**src/sv/tdtb_pkg.sv**
```systemverilog
// Package for the tick divider and timeout bank.
// Holds the sizes, command and register codes, and the word types passed between modules.
// Depends on nothing.
package tdtb_pkg;

    localparam int NUM_PERIODIC = 4;
    localparam int NUM_TIMEOUTS = 8;
    localparam int COUNT_WIDTH  = 16;

    // Fixed field widths
    localparam int CMD_W      = 2;
    localparam int TIDX_W     = 3;
    localparam int TICKS_W    = 16;
    localparam int CFG_IDX_W  = 3;
    localparam int CFG_DATA_W = 16;
    localparam int FIRED_W    = 4;
    localparam int EXPIRED_W  = 8;
    localparam int NUM_DIV    = 4;

    localparam int EXP_N  = (NUM_TIMEOUTS < EXPIRED_W) ? NUM_TIMEOUTS : EXPIRED_W;
    localparam int LOAD_W = (TICKS_W + 1 > COUNT_WIDTH) ? TICKS_W + 1 : COUNT_WIDTH;

    typedef logic [COUNT_WIDTH-1:0] count_t;

    typedef enum logic [CMD_W-1:0] {
        CMD_TICK  = 2'd0,
        CMD_START = 2'd1,
        CMD_STOP  = 2'd2
    } tdtb_cmd_t;

    typedef enum logic [CFG_IDX_W-1:0] {
        REG_ENABLE = 3'd0,
        REG_DIV0   = 3'd1,
        REG_DIV1   = 3'd2,
        REG_DIV2   = 3'd3,
        REG_DIV3   = 3'd4
    } tdtb_reg_t;

    typedef struct packed {
        logic                  we;
        logic [CFG_IDX_W-1:0]  index;
        logic [CFG_DATA_W-1:0] data;
    } tdtb_cfg_t;

    typedef struct packed {
        logic              tick;
        logic              load;
        logic              clear;
        logic [TIDX_W-1:0] index;
        count_t            load_value;
    } tdtb_op_t;

endpackage

```
**src/sv/tdtb_periodic.sv**
```systemverilog
// Periodic channels: enable and divisor registers, per-channel counts, fired mask.
// Depends on tdtb_pkg.
module tdtb_periodic (
    input  logic                        clk,
    input  logic                        rst_n,
    input  tdtb_pkg::tdtb_cfg_t         cfg,
    input  tdtb_pkg::tdtb_op_t          op,
    output logic [tdtb_pkg::FIRED_W-1:0] fired
);
    import tdtb_pkg::*;

    logic [FIRED_W-1:0]    enable_reg, enable_next;
    logic [CFG_DATA_W-1:0] div_reg   [NUM_DIV];
    logic [CFG_DATA_W-1:0] div_next  [NUM_DIV];
    count_t                count_reg [NUM_PERIODIC];
    count_t                count_next[NUM_PERIODIC];

    always_comb
    begin
        count_t bump;
        enable_next = enable_reg;
        div_next    = div_reg;
        count_next  = count_reg;
        fired       = '0;
        bump        = '0;
        if (cfg.we)
        begin
            unique case (tdtb_reg_t'(cfg.index))
                REG_ENABLE:
                begin
                    enable_next = cfg.data[FIRED_W-1:0];
                    for (int i = 0; i < NUM_PERIODIC; i++)
                    begin
                        if (cfg.data[i] && !enable_reg[i])
                            count_next[i] = '0;
                    end
                end
                REG_DIV0: div_next[0] = cfg.data;
                REG_DIV1: div_next[1] = cfg.data;
                REG_DIV2: div_next[2] = cfg.data;
                REG_DIV3: div_next[3] = cfg.data;
                default: ;
            endcase
        end
        if (op.tick)
        begin
            for (int i = 0; i < NUM_PERIODIC; i++)
            begin
                if (enable_reg[i])
                begin
                    bump = count_reg[i] + COUNT_WIDTH'(1);
                    if (bump == COUNT_WIDTH'(div_reg[i]))
                    begin
                        fired[i] = 1'b1;
                        bump     = '0;
                    end
                    count_next[i] = bump;
                end
            end
        end
    end

    always_ff @(posedge clk or negedge rst_n)
    begin
        if (!rst_n)
        begin
            enable_reg <= '0;
            for (int i = 0; i < NUM_DIV; i++)
                div_reg[i] <= CFG_DATA_W'(1);
            for (int i = 0; i < NUM_PERIODIC; i++)
                count_reg[i] <= '0;
        end
        else
        begin
            enable_reg <= enable_next;
            div_reg    <= div_next;
            count_reg  <= count_next;
        end
    end

endmodule

```
**src/sv/tdtb_timeout.sv**
```systemverilog
// Timeout counters: load, clear and count down; expired mask of the updated counts.
// Depends on tdtb_pkg.
module tdtb_timeout (
    input  logic                           clk,
    input  logic                           rst_n,
    input  tdtb_pkg::tdtb_op_t             op,
    output logic [tdtb_pkg::EXPIRED_W-1:0] expired
);
    import tdtb_pkg::*;

    count_t count_reg [NUM_TIMEOUTS];
    count_t count_next[NUM_TIMEOUTS];

    always_comb
    begin
        count_next = count_reg;
        expired    = '0;
        for (int i = 0; i < NUM_TIMEOUTS; i++)
        begin
            if (op.tick && count_reg[i] != '0)
                count_next[i] = count_reg[i] - COUNT_WIDTH'(1);
            if (op.load && int'(op.index) == i)
                count_next[i] = op.load_value;
            if (op.clear && int'(op.index) == i)
                count_next[i] = '0;
        end
        for (int i = 0; i < EXP_N; i++)
            expired[i] = (count_next[i] <= COUNT_WIDTH'(1));
    end

    always_ff @(posedge clk or negedge rst_n)
    begin
        if (!rst_n)
        begin
            for (int i = 0; i < NUM_TIMEOUTS; i++)
                count_reg[i] <= '0;
        end
        else
        begin
            count_reg <= count_next;
        end
    end

endmodule

```
**src/sv/tick_divider_and_timeout_bank.sv**
```systemverilog
// Top level of the tick divider and timeout bank: command decode and result word register.
// Depends on tdtb_pkg, tdtb_periodic and tdtb_timeout.
//
// One command word can be taken in every clock cycle; busy is always low. Its result word
// (fired and expired masks, after the command's update) appears on the cycle after the
// accepting edge with done high for that one cycle. All counters update in parallel in a
// single pass, so throughput is one word per cycle. The receiver cannot stall the result;
// a word not taken on its done cycle is lost.
module tick_divider_and_timeout_bank (
    input  logic                            clk,
    input  logic                            rst_n,
    input  logic                            start,
    output logic                            busy,
    input  logic [tdtb_pkg::CMD_W-1:0]      cmd,
    input  logic [tdtb_pkg::TIDX_W-1:0]     timeout_index,
    input  logic [tdtb_pkg::TICKS_W-1:0]    timeout_ticks,
    input  logic                            wr_en,
    input  logic [tdtb_pkg::CFG_IDX_W-1:0]  wr_index,
    input  logic [tdtb_pkg::CFG_DATA_W-1:0] wr_data,
    output logic                            done,
    output logic [tdtb_pkg::FIRED_W-1:0]    fired_mask,
    output logic [tdtb_pkg::EXPIRED_W-1:0]  expired_mask
);
    import tdtb_pkg::*;

    logic                 accept;
    tdtb_cfg_t            cfg;
    tdtb_op_t             op;
    logic [LOAD_W-1:0]    load_sum;
    logic [FIRED_W-1:0]   fired;
    logic [EXPIRED_W-1:0] expired;

    logic                 done_reg, done_next;
    logic [FIRED_W-1:0]   fired_reg;
    logic [EXPIRED_W-1:0] expired_reg;

    assign busy   = 1'b0;
    assign accept = start && !busy;

    assign cfg.we    = wr_en;
    assign cfg.index = wr_index;
    assign cfg.data  = wr_data;

    // Saturate ticks plus one at the counter maximum
    assign load_sum = LOAD_W'(timeout_ticks) + LOAD_W'(1);

    always_comb
    begin
        op.tick       = 1'b0;
        op.load       = 1'b0;
        op.clear      = 1'b0;
        op.index      = timeout_index;
        op.load_value = (load_sum > LOAD_W'({COUNT_WIDTH{1'b1}})) ? '1
                                                                    : COUNT_WIDTH'(load_sum);
        if (accept)
        begin
            unique case (tdtb_cmd_t'(cmd))
                CMD_TICK:  op.tick  = 1'b1;
                CMD_START: op.load  = 1'b1;
                CMD_STOP:  op.clear = 1'b1;
                default: ;
            endcase
        end
    end

    tdtb_periodic u_periodic (
        .clk   (clk),
        .rst_n (rst_n),
        .cfg   (cfg),
        .op    (op),
        .fired (fired)
    );

    tdtb_timeout u_timeout (
        .clk     (clk),
        .rst_n   (rst_n),
        .op      (op),
        .expired (expired)
    );

    assign done_next = accept;

    always_ff @(posedge clk or negedge rst_n)
    begin
        if (!rst_n)
        begin
            done_reg <= 1'b0;
        end
        else
        begin
            done_reg <= done_next;
        end
    end

    always_ff @(posedge clk)
    begin
        if (accept)
        begin
            fired_reg   <= fired;
            expired_reg <= expired;
        end
    end

    assign done         = done_reg;
    assign fired_mask   = fired_reg;
    assign expired_mask = expired_reg;

endmodule

```
**config.mk**
```make
export PLATFORM = sky130hd
export DESIGN_NAME = tick_divider_and_timeout_bank
export DESIGN_NICKNAME = d
export VERILOG_FILES = /design/src/sv/tdtb_pkg.sv /design/src/sv/tdtb_periodic.sv /design/src/sv/tdtb_timeout.sv /design/src/sv/tick_divider_and_timeout_bank.sv
export SDC_FILE = /design/constraint.sdc
export NUM_CORES = 1
export LEC_CHECK = 0
export BUFFER_PORTS_ARGS = -buffer_cell sky130_fd_sc_hd__buf_2
export CORE_UTILIZATION = 51
export CTS_BUF_LIST = sky130_fd_sc_hd__clkbuf_4 sky130_fd_sc_hd__clkbuf_8
export CTS_CLUSTER_SIZE = 25
export DETAILED_ROUTE_END_ITERATION = 8
export HOLD_SLACK_MARGIN = 0.12
export PLACE_DENSITY = 0.72
export SYNTH_ARGS = -nofsm -noshare
export SYNTH_HDL_FRONTEND = slang
export SYNTH_SLANG_ARGS = --single-unit
```
**constraint.sdc**
```tcl
create_clock -name clk -period 4 [get_ports clk]
set_input_delay 0.2 -clock clk [delete_from_list [all_inputs] [get_ports clk]]
set_output_delay 0.2 -clock clk [all_outputs]
set_load 0.03 [all_outputs]
```
==> out/metrics.csv <==
metric,value,unit
drt_first_pass_iters,7,
syn_nets,1979,
synth_area,0.0172,sq mm
routed_wl,48400,um
drv_slew,0,
clock_sinks,273,
drc,0,
gp_congestion,0.945,
max_freq,0.274,GHz
ir_drop,0.355,mV
place_area,0.0180,sq mm
internal-power,6.60,mW
yosysTopAreaCellShare,0.373,
dieHeight,186,um
dp_hpwl,33800,um
antenna_found_initial,1,
ant_nets,0,
port_buffers,56,
grt_overflow,0,
cap_violations,0,
synth_seq_area_share,0.400,
finalHoldViolCount,0,
async_flop_share,0.956,
setup-tns-final,0,ns
grt_max_degree,113,
p_leak,7.82,nW
cts_root_buf,clkbuf_8,
power.share.clock,0.274,
skew,0.0178,ns
avgSynthCellArea,8.98,sq um
row_count,66,
relSlewSlack,0.148,
p_seq_frac,0.430,
cp_cell_sequence,"nand3_1, or4_1, o31a_1, a2111o_1, or4_1, o21ai_2, buf_4, o21ai_0, a22o_1",
grt_pass1_wl,77700,um
combPwrFrac,0.296,
rsz0062_at_grt,false,
ys_warn_count,0,
p_switching,3.69,mW
synth.distinct_cells,91,
ys_ff_latch,273,
cp-end-kind,flop,
worst_pin_slew,1.27,ns
synth_top_area_cell,dfrtp_1,
grtUsageTotal,0.285,
clock_path_buffers,3,
critical_path_class,reg -> reg,
wl_per_cell,19.6,um
grt_pass1_vias,15000,
design_area,0.0193,sq mm
cpPeakStageDelay,0.74,ns
setup_viol_count_final,0,
die_area,0.0345,sq mm
switching_share,0.358,
drive_above_1_share,0.145,
cp_slowest_cell,or4_1,
post-route-min-period,3.65,ns
viasPerCell,6.26,
min_period_over_period,0.913,
synth_edf_count,12,
critPathArrivalTime,4.14,ns
p_per_area,533,mW/mm^2
largest_reg_flops,128,
ys.flop_type,dfrtp_1,
drtIter0Drc,1244,
ios,58,
crit_required,4.48,ns
path_clk_slew,0.06,ns
ys_top_cells_by_area,"dfrtp_1 (37%), xnor2_1 (5.4%), mux2_2 (4.4%)",
antenna_cells,0,
cts_resized,0,
hp-class,in -> reg,
die_w,186,um
fill_cells,2935,
coreArea,0.0329,sq mm
outcome,finished clean,
synthCells,1918,
h-tree-depth,2,
cts_tree,done,
start_kind,flop,
power,10.3,mW
vias,15500,
layout.nets,2055,
clk-insertion-delay-late,0.60,ns
initial_core_util,0.524,
crit_top_cell,or4_1,
crit_fanout,12,
area_growth_syn_to_layout,12.2,%
cts_buffers,49,
## worst max-delay path: cells and delay by family (launching register included)
kind / cells / cell delay (ns)
simple gates: 3 / 1.59
compound gates: 5 / 1.33
flops: 1 / 0.42
buf+inv: 1 / 0.21
## routing by layer
metal,up-vias,GRT usage,share of wire
met2,590,0.459,0.46
met1,7492,0.372,0.43
met5,-,0,0.00021
li1,7267,-,-
met4,2,0.142,0.045
met3,137,0.0466,0.062
## cell type report
| type | count | area [sq um] | share of cell area |
|---|---|---|---|
| multi-input combinational | 1509 | 9800 | 0.507 |
| timing repair buffer | 119 | 843 | 0.0436 |
| inverter | 42 | 158 | 0.00816 |
| clock buffer | 80 | 1010 | 0.0525 |
| tap | 442 | 553 | 0.0286 |
| clock inverter | 10 | 52.6 | 0.00272 |
| sequential | 273 | 6900 | 0.357 |
## cell families after synthesis
group / after synthesis / synth area share
AO/OA/AOI/OAI: 422 / 0.161
XOR/XNOR: 176 / 0.0903
adder cells (fa/ha/maj): 18 / 0.0129
buffers and inverters: 136 / 0.0311
flip-flops: 273 / 0.400
multiplexers: 85 / 0.0543
other: 1 / 0.000218
AND/OR/NAND/NOR: 807 / 0.249
## cell usage after synthesis (all sizes together) (5+ instances only)
cell type / number
a31oi: 11
nor4b: 10
a2111oi: 7
mux2: 68
o211ai: 12
buf: 17
o2111ai: 5
mux2i: 17
nand3b: 10
a211oi: 58
xor2: 69
dfrtp: 257
a21o: 15
and3: 27
or4: 40
nand2b: 17
and4: 11
nor3b: 8
nor2: 167
nand3: 79
o22ai: 11
or4b: 7
nor4: 49
nand4: 45
o21a: 10
nor3: 78
clkbuf: 77
a221o: 12
edfxtp: 12
inv: 42
nor2b: 12
or2: 7
a22o: 11
or3: 40
a21oi: 100
o31ai: 10
nand4b: 7
and2: 17
ha: 17
o21ai: 108
xnor2: 106
nand2: 166
## layout by cell type, fill, tap and decap left out, drive strengths merged, types with 17 or more instances in the layout
cell type | synthesis | routed
or4 | 40 | 40
dlygate4sd3 | 0 | 22
ha | 17 | 17
nand2 | 166 | 166
mux2 | 68 | 68
xnor2 | 106 | 106
clkbuf | 77 | 80
nand2b | 17 | 17
mux2i | 17 | 17
nor3 | 78 | 78
inv | 42 | 42
dfrtp | 257 | 257
buf | 17 | 97
or3 | 40 | 40
nor4 | 49 | 49
xor2 | 69 | 69
nor2 | 167 | 167
and3 | 27 | 27
a211oi | 58 | 58
a21oi | 100 | 100
and2 | 17 | 17
nand3 | 79 | 79
o21ai | 108 | 108
nand4 | 45 | 45
## path summary, 6_finish.rpt
path / cells past startpoint / from / end / slack [ns]
worst max-delay path: 9 / u_periodic.count_reg[48] / u_periodic.count_reg[60] / 0.35
worst min-delay path: 4 / timeout_ticks[0] / u_timeout.count_reg[80] / 0.22
min in group asynchronous: 2 / rst_n / u_periodic.count_reg[26] / 0.29
worst max register to register: 9 / u_periodic.count_reg[48] / u_periodic.count_reg[60] / 0.35
worst min register to register: 2 / u_periodic.enable_reg[1] / u_periodic.enable_reg[1] / 0.52
max in group asynchronous: 3 / rst_n / u_timeout.count_reg[28] / 2.79
## through the flow
stage	setup WS, ns	instances	hold WS (ns)	util
floorplan	0.724	1918	-0.0956	-
global route	0.183	2475	0.212	0.588
detailed placement	0.394	2363	0.341	0.549
CTS	0.378	2475	0.187	0.588
finish	0.347	2475	0.220	0.588
global placement	0.463	2363	0.344	0.549
## power by group through the flow
| stage | Combinational (mW) | Sequential, mW | Clock (mW) |
|---|---|---|---|
| 3_3_place_gp | 2.89 | 4.40 | 0 |
| 2_1_floorplan | 2.34 | 4.20 | 0 |
| 4_1_cts | 3.01 | 4.40 | 2.87 |
| 5_1_grt | 3.37 | 4.53 | 2.99 |
| 3_5_place_dp | 2.98 | 4.43 | 0 |
| 6_report | 3.05 | 4.42 | 2.82 |
## timing repair
item | CTS | global route
hold endpoints to repair | 173 | 0
hold buffers | 22 | 0
buffers inserted | 0 | 0
Note: power is estimated with default switching activity, not from simulation.
